File: src/design/tbse_pkg.sv
// shared types and constants for the tape block symbol encoder
package tbse_pkg;

    // tape symbol codes
    localparam logic [2:0] SYM_PILOT   = 3'd0;
    localparam logic [2:0] SYM_SYNC    = 3'd1;
    localparam logic [2:0] SYM_ZERO    = 3'd2;
    localparam logic [2:0] SYM_ONE     = 3'd3;
    localparam logic [2:0] SYM_Z81ZERO = 3'd4;
    localparam logic [2:0] SYM_Z81ONE  = 3'd5;
    localparam logic [2:0] SYM_SILENCE = 3'd6;

    // configuration register indexes
    localparam logic CFG_FAST_MODE   = 1'b0;
    localparam logic CFG_TAPE_FORMAT = 1'b1;

    // tape format codes
    localparam logic FMT_SPECTRUM = 1'b0;
    localparam logic FMT_ZX81     = 1'b1;

    // run lengths
    localparam logic [11:0] PILOT_FAST     = 12'd1200;
    localparam logic [11:0] PILOT_HEADER   = 12'd3000;
    localparam logic [11:0] PILOT_DATA     = 12'd1600;
    localparam logic [11:0] SYNC_LEN       = 12'd1;
    localparam logic [11:0] BIT_LEN        = 12'd1;
    localparam logic [11:0] SPEC_TAIL_LEN  = 12'd20;
    localparam logic [11:0] Z81_LEAD_LEN   = 12'd100;
    localparam logic [11:0] Z81_TAIL_LEN   = 12'd50;

    // command queue depth
    localparam int CMD_DEPTH   = 2;
    localparam int CMD_PTR_W   = 1;
    localparam int CMD_COUNT_W = 2;

    // classified work item passed from front to back
    typedef struct packed {
        logic        fmt;
        logic        has_pre;
        logic [11:0] pre_count;
        logic [7:0]  send;
        logic        has_post;
    } cmd_t;

endpackage

File: src/design/tbse_front.sv
// front end: configuration registers, running checksum and item classification
module tbse_front
    import tbse_pkg::*;
(
    input  logic       clk,
    input  logic       rst_n,
    input  logic       cfg_we,
    input  logic       cfg_index,
    input  logic       cfg_data,
    input  logic       push,
    input  logic [7:0] data_byte,
    input  logic       first_byte,
    input  logic       last_byte,
    input  logic       q_full,
    output logic       q_wr,
    output cmd_t       q_wr_cmd
);

    logic       fast_mode_reg;
    logic       tape_format_reg;
    logic [7:0] xor_check_reg;
    logic [7:0] xor_check_next;
    logic [7:0] xor_base;
    logic [11:0] pilot_len;

    // configuration writes
    always_ff @(posedge clk or negedge rst_n)
    begin
        if (!rst_n)
        begin
            fast_mode_reg   <= 1'b0;
            tape_format_reg <= FMT_SPECTRUM;
        end
        else if (cfg_we)
        begin
            case (cfg_index)
                CFG_FAST_MODE:   fast_mode_reg   <= cfg_data;
                CFG_TAPE_FORMAT: tape_format_reg <= cfg_data;
                default:         fast_mode_reg   <= fast_mode_reg;
            endcase
        end
    end

    assign q_wr = push && !q_full;

    // classify the word and, in spectrum format, update the checksum
    always_comb
    begin
        xor_base       = first_byte ? 8'h00 : xor_check_reg;
        xor_check_next = xor_check_reg;
        pilot_len      = fast_mode_reg ? PILOT_FAST
                       : ((data_byte == 8'h00) ? PILOT_HEADER : PILOT_DATA);

        q_wr_cmd.fmt      = tape_format_reg;
        q_wr_cmd.has_pre  = first_byte;
        q_wr_cmd.has_post = last_byte;

        if (tape_format_reg == FMT_SPECTRUM)
        begin
            q_wr_cmd.pre_count = pilot_len;
            if (last_byte)
            begin
                q_wr_cmd.send  = xor_base;
                xor_check_next = 8'h00;
            end
            else
            begin
                q_wr_cmd.send  = data_byte;
                xor_check_next = xor_base ^ data_byte;
            end
        end
        else
        begin
            q_wr_cmd.pre_count = Z81_LEAD_LEN;
            q_wr_cmd.send      = data_byte;
        end
    end

    // running checksum
    always_ff @(posedge clk or negedge rst_n)
    begin
        if (!rst_n)
        begin
            xor_check_reg <= 8'h00;
        end
        else if (q_wr)
        begin
            xor_check_reg <= xor_check_next;
        end
    end

endmodule

File: src/design/tbse_cmd_queue.sv
// two-entry command queue between front and back
module tbse_cmd_queue
    import tbse_pkg::*;
(
    input  logic clk,
    input  logic rst_n,
    input  logic wr,
    input  cmd_t wr_cmd,
    input  logic rd,
    output cmd_t rd_cmd,
    output logic full,
    output logic not_empty
);

    cmd_t                   mem_reg [CMD_DEPTH];
    logic [CMD_PTR_W-1:0]   wr_ptr_reg;
    logic [CMD_PTR_W-1:0]   rd_ptr_reg;
    logic [CMD_COUNT_W-1:0] count_reg;
    logic [CMD_COUNT_W-1:0] count_next;

    assign full      = (count_reg == CMD_COUNT_W'(CMD_DEPTH));
    assign not_empty = (count_reg != '0);
    assign rd_cmd    = mem_reg[rd_ptr_reg];

    // occupancy
    always_comb
    begin
        count_next = count_reg;
        if (wr && !rd)
        begin
            count_next = count_reg + 1'b1;
        end
        else if (rd && !wr)
        begin
            count_next = count_reg - 1'b1;
        end
    end

    // pointers
    always_ff @(posedge clk or negedge rst_n)
    begin
        if (!rst_n)
        begin
            wr_ptr_reg <= '0;
            rd_ptr_reg <= '0;
            count_reg  <= '0;
        end
        else
        begin
            count_reg <= count_next;
            if (wr)
            begin
                wr_ptr_reg <= wr_ptr_reg + 1'b1;
            end
            if (rd)
            begin
                rd_ptr_reg <= rd_ptr_reg + 1'b1;
            end
        end
    end

    // storage
    always_ff @(posedge clk)
    begin
        if (wr)
        begin
            mem_reg[wr_ptr_reg] <= wr_cmd;
        end
    end

    // checks
    a_count_in_range: assert property (@(posedge clk) disable iff (!rst_n)
        count_reg <= CMD_COUNT_W'(CMD_DEPTH))
        else $error("command queue over capacity");

    a_rd_needs_data: assert property (@(posedge clk) disable iff (!rst_n)
        rd |-> not_empty)
        else $error("command queue read while empty");

endmodule

File: src/design/tbse_back.sv
// back end: symbol sequencer and output register
module tbse_back
    import tbse_pkg::*;
(
    input  logic        clk,
    input  logic        rst_n,
    input  cmd_t        q_rd_cmd,
    input  logic        q_not_empty,
    output logic        q_rd,
    input  logic        pop,
    output logic        empty,
    output logic [2:0]  symbol,
    output logic [11:0] repeat_count,
    output logic        run_end
);

    typedef enum logic [3:0] {
        PH_PRE  = 4'b0001,
        PH_SYNC = 4'b0010,
        PH_BITS = 4'b0100,
        PH_POST = 4'b1000
    } phase_t;

    cmd_t        cur_reg;
    logic        cur_valid_reg;
    phase_t      phase_reg;
    phase_t      phase_next;
    logic [2:0]  bit_cnt_reg;
    logic        out_valid_reg;
    logic [2:0]  sym_reg;
    logic [11:0] count_reg;
    logic        run_end_reg;

    logic [2:0]  sym_next;
    logic [11:0] count_next;
    logic        done_next;
    logic        cur_bit;
    logic        advance;
    logic        load;

    assign advance = cur_valid_reg && (!out_valid_reg || pop);
    assign load    = q_not_empty && (!cur_valid_reg || (advance && done_next));
    assign q_rd    = load;
    assign cur_bit = cur_reg.send[3'd7 - bit_cnt_reg];

    // next result word of the current command
    always_comb
    begin
        sym_next   = SYM_ZERO;
        count_next = BIT_LEN;
        done_next  = 1'b0;
        phase_next = phase_reg;
        case (phase_reg)
            PH_PRE:
            begin
                sym_next   = (cur_reg.fmt == FMT_ZX81) ? SYM_SILENCE : SYM_PILOT;
                count_next = cur_reg.pre_count;
                phase_next = (cur_reg.fmt == FMT_ZX81) ? PH_BITS : PH_SYNC;
            end
            PH_SYNC:
            begin
                sym_next   = SYM_SYNC;
                count_next = SYNC_LEN;
                phase_next = PH_BITS;
            end
            PH_BITS:
            begin
                if (cur_reg.fmt == FMT_ZX81)
                begin
                    sym_next = cur_bit ? SYM_Z81ONE : SYM_Z81ZERO;
                end
                else
                begin
                    sym_next = cur_bit ? SYM_ONE : SYM_ZERO;
                end
                count_next = BIT_LEN;
                if (bit_cnt_reg == 3'd7)
                begin
                    phase_next = PH_POST;
                    done_next  = !cur_reg.has_post;
                end
            end
            PH_POST:
            begin
                sym_next   = (cur_reg.fmt == FMT_ZX81) ? SYM_SILENCE : SYM_ZERO;
                count_next = (cur_reg.fmt == FMT_ZX81) ? Z81_TAIL_LEN : SPEC_TAIL_LEN;
                done_next  = 1'b1;
            end
            default:
            begin
                done_next = 1'b1;
            end
        endcase
    end

    // sequencer control
    always_ff @(posedge clk or negedge rst_n)
    begin
        if (!rst_n)
        begin
            cur_valid_reg <= 1'b0;
            phase_reg     <= PH_BITS;
            bit_cnt_reg   <= 3'd0;
            out_valid_reg <= 1'b0;
        end
        else
        begin
            if (load)
            begin
                cur_valid_reg <= 1'b1;
                phase_reg     <= q_rd_cmd.has_pre ? PH_PRE : PH_BITS;
                bit_cnt_reg   <= 3'd0;
            end
            else if (advance)
            begin
                if (done_next)
                begin
                    cur_valid_reg <= 1'b0;
                end
                phase_reg <= phase_next;
                if (phase_reg == PH_BITS)
                begin
                    bit_cnt_reg <= bit_cnt_reg + 3'd1;
                end
            end

            if (advance)
            begin
                out_valid_reg <= 1'b1;
            end
            else if (pop)
            begin
                out_valid_reg <= 1'b0;
            end
        end
    end

    // current command and output word
    always_ff @(posedge clk)
    begin
        if (load)
        begin
            cur_reg <= q_rd_cmd;
        end
        if (advance)
        begin
            sym_reg     <= sym_next;
            count_reg   <= count_next;
            run_end_reg <= done_next;
        end
    end

    assign empty        = !out_valid_reg;
    assign symbol       = sym_reg;
    assign repeat_count = count_reg;
    assign run_end      = run_end_reg;

    // checks
    a_post_needs_last: assert property (@(posedge clk) disable iff (!rst_n)
        cur_valid_reg && (phase_reg == PH_POST) |-> cur_reg.has_post)
        else $error("tail phase without last byte");

    a_sync_spectrum_only: assert property (@(posedge clk) disable iff (!rst_n)
        cur_valid_reg && (phase_reg == PH_SYNC) |-> (cur_reg.fmt == FMT_SPECTRUM))
        else $error("sync phase in zx81 block");

    a_pilot_not_final: assert property (@(posedge clk) disable iff (!rst_n)
        out_valid_reg && (sym_reg == SYM_PILOT || sym_reg == SYM_SYNC) |-> !run_end_reg)
        else $error("pilot or sync marked as end of run");

endmodule

File: src/design/tape_block_symbol_encoder_core.sv
// top level of the tape block symbol encoder
//
//  channel   direction  handshake            payload
//  config    in         cfg_we               cfg_index, cfg_data
//  input     in         push / full          data_byte, first_byte, last_byte
//  result    out        empty / pop          symbol, repeat_count, run_end
//
// each byte gives 8 to 11 result words at one word per cycle from the back sequencer while pop is high
// a two-entry command queue lets the front take up to two bytes ahead of the sequencer
// on an idle block an accepted byte passes the command queue, the current command register and the output register
// reset clears the configuration, the checksum, the queue and the output register
// pop low holds the current word and stalls the sequencer; push stalls only on full
module tape_block_symbol_encoder_core
    import tbse_pkg::*;
(
    input  logic        clk,
    input  logic        rst_n,
    input  logic        cfg_we,
    input  logic        cfg_index,
    input  logic        cfg_data,
    input  logic        push,
    output logic        full,
    input  logic [7:0]  data_byte,
    input  logic        first_byte,
    input  logic        last_byte,
    output logic        empty,
    input  logic        pop,
    output logic [2:0]  symbol,
    output logic [11:0] repeat_count,
    output logic        run_end
);

    logic q_wr;
    cmd_t q_wr_cmd;
    logic q_rd;
    cmd_t q_rd_cmd;
    logic q_not_empty;

    // classify incoming bytes
    tbse_front u_front (
        .clk        (clk),
        .rst_n      (rst_n),
        .cfg_we     (cfg_we),
        .cfg_index  (cfg_index),
        .cfg_data   (cfg_data),
        .push       (push),
        .data_byte  (data_byte),
        .first_byte (first_byte),
        .last_byte  (last_byte),
        .q_full     (full),
        .q_wr       (q_wr),
        .q_wr_cmd   (q_wr_cmd)
    );

    // decoupling queue
    tbse_cmd_queue u_cmd_queue (
        .clk       (clk),
        .rst_n     (rst_n),
        .wr        (q_wr),
        .wr_cmd    (q_wr_cmd),
        .rd        (q_rd),
        .rd_cmd    (q_rd_cmd),
        .full      (full),
        .not_empty (q_not_empty)
    );

    // emit symbol words
    tbse_back u_back (
        .clk          (clk),
        .rst_n        (rst_n),
        .q_rd_cmd     (q_rd_cmd),
        .q_not_empty  (q_not_empty),
        .q_rd         (q_rd),
        .pop          (pop),
        .empty        (empty),
        .symbol       (symbol),
        .repeat_count (repeat_count),
        .run_end      (run_end)
    );

endmodule

File: config.mk
export PLATFORM = sky130hd
export DESIGN_NAME = tape_block_symbol_encoder_core
export DESIGN_NICKNAME = d
export VERILOG_FILES = /design/src/design/tbse_pkg.sv /design/src/design/tbse_front.sv /design/src/design/tbse_cmd_queue.sv /design/src/design/tbse_back.sv /design/src/design/tape_block_symbol_encoder_core.sv
export SDC_FILE = /design/constraint.sdc
export NUM_CORES = 1
export LEC_CHECK = 0
export BUFFER_PORTS_ARGS = -buffer_cell sky130_fd_sc_hd__buf_2
export CAP_MARGIN = 5
export CORE_UTILIZATION = 55
export DETAILED_ROUTE_END_ITERATION = 12
export PLACE_DENSITY = 0.75
export SYNTH_ARGS = -nofsm -noshare
export SYNTH_HDL_FRONTEND = slang
export SYNTH_SLANG_ARGS = --single-unit
File: constraint.sdc
create_clock -name clk -period 3.75 [get_ports clk]
set_input_delay 0.75 -clock clk [delete_from_list [all_inputs] [get_ports clk]]
set_output_delay 0.75 -clock clk [all_outputs]
set_load 0.03 [all_outputs]
==> results of run 1 <==
==> Yosys cell counts (all sizes together) (4+ instances only) <==
cell type / n / area [um2]
edfxtp: 64 / 1922
nor3: 4 / 20.02
nand2b: 14 / 87.58
clkbuf: 9 / 33.78
buf: 5 / 32.53
nand2: 21 / 78.83
nor2b: 7 / 43.79
a31oi: 5 / 31.28
mux2: 19 / 217.7
mux2i: 6 / 60.06
xor2: 5 / 43.79
a21oi: 12 / 60.06
o21ai: 10 / 50.05
o211ai: 8 / 60.06
inv: 17 / 63.81
a22o: 8 / 70.07
and2: 6 / 37.54
nor2: 13 / 48.80
dfrtp: 22 / 550.5
==> per-layer routing <==
| metal | routed length, um | vias to the layer above | track usage, % |
|---|---|---|---|
| met1 | 2895 | 1087 | 24.19 |
| met2 | 3037 | 51 | 29.96 |
| met4 | 69 | 0 | 7.273 |
| met5 | 0 | - | 0 |
| met3 | 231 | 4 | 5.294 |
| li1 | - | 1114 | - |
==> per-stage QoR <==
step,power [mW],std cells,utilization [%]
2_1_floorplan,2.501,287,-
3_3_place_gp,2.712,389,60.11
3_5_place_dp,2.766,389,60.11
4_1_cts,3.459,405,63.26
5_1_grt,3.626,405,63.26
6_report,3.435,405,63.26
==> report_power, final <==
part           leakage, nW  internal [mW]  switching [mW]
logic                0.714          0.450           0.597
registers            0.876           1.47           0.229
clock network        0.104          0.375           0.319
total                 1.69           2.29            1.15
==> critical path: stages, from the launching register on <==
cell and delay [ns]:
dfrtp_1 0.46, ha_1 0.19, ha_1 0.18, nor2b_1 0.29, o31ai_4 0.11, a211oi_4 0.62, inv_1 0.12, ha_1 0.22
xor2_1 0.15, nor2_1 0.16, xor2_1 0.17
==> cells by family (layout without fill, tap and decap cells) <==
family / count (synthesis) / after routing / synth area share (%)
AOI/OAI and AO/OA: 55 / 55 / 10.36
xor gates and xnor gates: 8 / 8 / 1.824
adders and majority gates: 3 / 3 / 0.9770
buffers and inverters: 31 / 69 / 3.386
DFF: 87 / 87 / 65.03
muxes: 26 / 26 / 7.815
and+or+nand+nor: 77 / 77 / 10.62
==> path summary, 6_finish.rpt <==
path / from / endpoint / slack (ns) / depth (start not counted)
worst min register to register: u_cmd_queue.wr_ptr_reg / u_cmd_queue.wr_ptr_reg / 0.50 / 1
max in group asynchronous: rst_n / u_back.bit_cnt_reg[0] / 2.98 / 1
worst max-delay path: u_back.bit_cnt_reg[1] / u_cmd_queue.count_reg[1] / 1.01 / 10
worst max register to register: u_back.bit_cnt_reg[1] / u_cmd_queue.count_reg[1] / 1.01 / 10
worst min-delay path: rst_n / u_front.fast_mode_reg / 0.39 / 1
min in group clk: u_cmd_queue.wr_ptr_reg / u_cmd_queue.wr_ptr_reg / 0.50 / 1
==> area by class of cell <==
cell class / count / area (um2) / area share [%]
Clock inverter: 6 / 85.08 / 1.991
Multi-Input combinational cell: 169 / 1214 / 28.40
Inverter: 17 / 63.81 / 1.493
Sequential cell: 87 / 2499 / 58.46
Timing Repair Buffer: 36 / 185.2 / 4.333
Clock buffer: 10 / 127.6 / 2.986
Tap cell: 80 / 100.1 / 2.342
==> cell usage in the layout (no fill, tap or decap), types with 3 or more instances in the layout <==
| cell type | n |
|---|---|
| nor2b_1 | 7 |
| mux2i_1 | 6 |
| nor4_1 | 3 |
| edfxtp_1 | 64 |
| a31oi_1 | 5 |
| xor2_1 | 5 |
| o21ai_0 | 10 |
| a22o_1 | 8 |
| inv_1 | 17 |
| nor2_1 | 13 |
| dfrtp_1 | 22 |
| clkbuf_8 | 9 |
| and2_1 | 6 |
| nand2b_1 | 14 |
| ha_1 | 3 |
| o211ai_1 | 8 |
| a21oi_1 | 12 |
| a221oi_1 | 3 |
| nand2_1 | 21 |
| xnor2_1 | 3 |
| nor3_1 | 4 |
| buf_2 | 34 |
| mux2_2 | 18 |
==> impl_metrics.tcl, run 1 <==
set metrics [dict create \
    antenna_left 0 \
    drt_iter0_markers 102 \
    io_pins 35 \
    relSlewSlack_pct 49.73 \
    postSynth.asyncResetShare_pct 26.44 \
    worstSetupStartpointType "register" \
    p_leak_nw 1.694 \
    diodes 0 \
    post_cts_buffers 0 \
    maxCapViolations 0 \
    cts_buffer_depth 2 \
    antenna_found_initial 0 \
    grt_remaining_overflow 0 \
    critPathRequiredTime_ns 4.02 \
    cts_tree "yes" \
    die_area_mm2 0.007325 \
    critPathMaxFanout 13 \
    fin_tns_setup_ns 0 \
    syn_area_mm2 0.003842 \
    clock_skew_ns 0.01199 \
    grt_pass1_vias 2175 \
    syn_to_final_growth_pct 11.23 \
    min_path_type "in2async" \
    crit_type "reg2reg" \
    drtPass1Iterations 5 \
    drc 0 \
    cts-root-buf "clkbuf_8" \
    synth_fp_nets 307 \
    cts_hold_buf 0 \
    cts.sinks 87 \
    worstPathArrival_ns 3.01 \
    final_cell_area_mm2 0.004274 \
    fillers 523 \
    wl_per_cell_um 15.39 \
    hpwlAfterDp_um 4245 \
    hold_viol 0 \
    maxSlewViolCount 0 \
    outcome "finished, final reports clean" \
    setup_viol 0 \
    syn_inst 287 \
    largest_reg_flops 34 \
    tightest_slew_ns 0.7540 \
    yosys_warnings 0 \
    fin_crit_sh_pct 73.13 \
    setup_ws_ns 1.008 \
    track_usage_pct 18.63 \
    core_mm2 0.006756 \
    rows 30 \
    layout.nets 340 \
    finalWirelength_um 6233 \
    synth_cell_type_count 42 \
    synthFlopType "edfxtp_1" \
    via_per_inst 5.570 \
    path_clk_slew_ns 0.08 \
    placed_area_mm2 0.004061 \
    yosysSeqAreaShare_pct 65.03 \
    htreeDepth 3 \
    grt_pass1_wl_um 10290 \
    synth_edf_count 64 \
    ir_drop_mv 0.3789 \
    clk_latency_ns 0.34 \
    die_y_um 85.59 \
    fin_hold_ws_ns 0.3881 \
    post-place-ws_ns 0.8964 \
    initial_core_util_pct 56.87 \
    fmax_ghz 0.3646 \
    cts_buffers 9 \
    fin_crit_ns 2.742 \
    power_density_mw_per_mm2 803.8 \
    vias 2256 \
    rsz0062_at_grt "no" \
    globalplace.congestion 0.7689 \
    end_kind "register" \
    cts_resized 0 \
    grt_max_degree 24 \
    postSynthAreaPerCell_um2 13.39 \
    fp.dieW_um 85.59 \
    synth_seq_cells 87 \
    drive_gt1_share_pct 23.69 \
    numPortBuffers 34 \
]
(Power assumes the default switching activity.)
==> run 2: changes to the inputs <==
ABC_AREA = 1   (was unset)
CORE_UTILIZATION = 53   (was 55)
clock period = 2.3 ns   (was 3.75 ns; I/O delays follow)
==> impl_metrics.tcl, run 2 <==
set metrics [dict create \
    outcome "finished, final reports clean" \
    core_mm2 0.006832 \
    diodes 0 \
    maxCapViolations 0 \
    wl_per_cell_um 12.18 \
    synth_fp_nets 378 \
    cp_cell_sequence "ha_1 -> ha_1 -> nand4_1 -> nand2_2 -> nand2_2 -> nand2_4 -> nand2_8 -> ha_1 -> a21oi_1 -> o21ai_0 -> xor2_1" \
    layout.nets 421 \
    synth_cell_type_count 36 \
    antenna_found_initial 0 \
    drt_iter0_markers 119 \
    relSlewSlack_pct 45.37 \
    post-place-ws_ns 0.2370 \
    numPortBuffers 34 \
    grt_pass1_wl_um 10180 \
    synth_xor_area_share_pct 0.6991 \
    postSynth.asyncResetShare_pct 26.44 \
    end_kind "register" \
    post_cts_buffers 0 \
    setup_ws_ns 0.2224 \
    io_pins 35 \
    yosys_warnings 0 \
    p_leak_nw 1.905 \
    synthFlopType "edfxtp_1" \
    placed_area_mm2 0.004050 \
    drive_gt1_share_pct 17.00 \
    synthAdderAreaFrac_pct 0.9987 \
    clk_latency_ns 0.34 \
    vias 2451 \
    syn_inst 358 \
    power_density_mw_per_mm2 1363 \
    synth_edf_count 64 \
    cts_resized 0 \
    drc 0 \
    clock_skew_ns 0.007173 \
    finalWirelength_um 6115 \
    cts-root-buf "clkbuf_8" \
    syn_to_final_growth_pct 12.58 \
    critPathMaxFanout 9 \
    synth.area.mux_share_pct 0 \
    hold_viol 0 \
    die_y_um 86.21 \
    min_path_type "in2async" \
    slowest_delay_ns 0.45 \
    crit_slowest_cell "dfrtp_1" \
    initial_core_util_pct 55.02 \
    track_usage_pct 18.37 \
    htreeDepth 3 \
    final_cell_area_mm2 0.004232 \
    rows 30 \
    crit_top_cell "ha_1" \
    via_per_inst 4.882 \
    synth_top_area_share_pct 51.13 \
    die_area_mm2 0.007432 \
    rsz0062_at_grt "no" \
    synth.most_common_cell "nand2_1" \
    worstSetupStartpointType "register" \
    globalplace.congestion 0.9202 \
    fin_crit_sh_pct 90.33 \
    tightest_slew_ns 0.8164 \
    crit_type "reg2reg" \
    grt_remaining_overflow 0 \
    synth.largest_area_cell "edfxtp_1" \
    power.total_mw 5.766 \
    setup_viol 0 \
    ys_top_cells_by_area "edfxtp_1 51%, dfrtp_1 15%, nand2_1 9.8%, inv_1 5.0%, nor2_1 3.6%" \
    final_cell_mix "98 x nand2_1, 64 x edfxtp_1, 50 x inv_1, 36 x nor2_1, 34 x buf_2" \
    ir_drop_mv 0.5427 \
    fillers 577 \
    grt_pass1_vias 2317 \
    fin_tns_setup_ns 0 \
    hpwlAfterDp_um 4329 \
    final_common_cell "nand2_1" \
    grt_max_degree 24 \
    synth_commonest_cells "98 x nand2_1, 64 x edfxtp_1, 50 x inv_1, 36 x nor2_1, 26 x o21ai_0" \
    syn_area_mm2 0.003759 \
    cts.sinks 87 \
    synth_top_family_by_area "simple AND/OR/NAND/NOR gates" \
    postSynthAreaPerCell_um2 10.50 \
    drtPass1Iterations 4 \
    antenna_left 0 \
    maxSlewViolCount 0 \
    yosysSeqAreaShare_pct 66.48 \
    path_clk_slew_ns 0.08 \
    largest_reg_flops 34 \
    critPathRequiredTime_ns 2.53 \
    cts_tree "yes" \
    synth-compound-area-share_pct 7.956 \
    cts_hold_buf 0 \
    fin_crit_ns 2.078 \
    synth_simple_gate_area_share_pct 17.54 \
    synth_seq_cells 87 \
    cts_buffer_depth 2 \
    fmax_ghz 0.4813 \
    cts_buffers 9 \
    worstPathArrival_ns 2.30 \
    fp.dieW_um 86.21 \
]
## run 2: logic make-up (layout without fill, tap and decap cells)
group,Yosys count,after routing
xor+xnor,3,3
buf+inv,60,108
simple gates,156,156
compound gates,49,49
flops,87,87
fa+ha+maj,3,3
## run 2: metrics by stage
| stage | util (%) | std cells | hold slack (ns) |
|---|---|---|---|
| after floorplan | - | 358 | 0.1644 |
| after global placement | 59.29 | 486 | 0.4637 |
| after detailed placement | 59.29 | 486 | 0.4696 |
| after CTS | 61.94 | 502 | 0.09395 |
| after global routing | 61.94 | 502 | 0.1284 |
| final | 61.94 | 502 | 0.09215 |
## run 2: final timing paths
check / from / end / slack, ns / cells past startpoint
worst max register to register: u_back.bit_cnt_reg[0] / u_cmd_queue.count_reg[1] / 0.22 / 11
max in group asynchronous: rst_n / u_back.phase_reg[2] / 1.84 / 1
worst min register to register: u_front.xor_check_reg[1] / u_front.xor_check_reg[1] / 0.49 / 2
min in group clk: cfg_index / u_front.tape_format_reg / 0.31 / 2
worst min-delay path: rst_n / u_cmd_queue.count_reg[1] / 0.09 / 1
worst max-delay path: u_back.bit_cnt_reg[0] / u_cmd_queue.count_reg[1] / 0.22 / 11
## run 2: where the power goes
part / total, mW / switching (mW) / internal (mW)
Sequential: 2.68 / 0.215 / 2.46
Combinational: 2.10 / 1.49 / 0.604
Clock: 0.993 / 0.499 / 0.494
Total: 5.77 / 2.21 / 3.56
## run 2: critical path: cells and delay by family, from the launching register on
kind | cells | cell delay, ns
flops | 1 | 0.45
compound gates | 2 | 0.24
fa+ha+maj | 3 | 0.66
xor+xnor | 1 | 0.15
simple gates | 5 | 0.45
## run 2: layout make-up
class	count	area [um2]	share of cell area, %
Tap cell	96	120.1	2.839
Inverter	53	201.4	4.760
Timing Repair Buffer	39	207.7	4.908
Sequential cell	87	2499	59.05
Multi-Input combinational cell	211	1022	24.16
Clock inverter	5	50.05	1.183
Clock buffer	11	131.4	3.105
## run 2: layer usage
layer | vias up | wire length, um | share of wire [%] | track usage (%)
li1 | 1264 | - | - | -
met1 | 1119 | 2657 | 43 | 21.64
met2 | 55 | 3071 | 50 | 31.89
met3 | 13 | 251 | 4.1 | 4.571
met4 | 0 | 135 | 2.2 | 8.333
met5 | - | 0 | 0 | 0
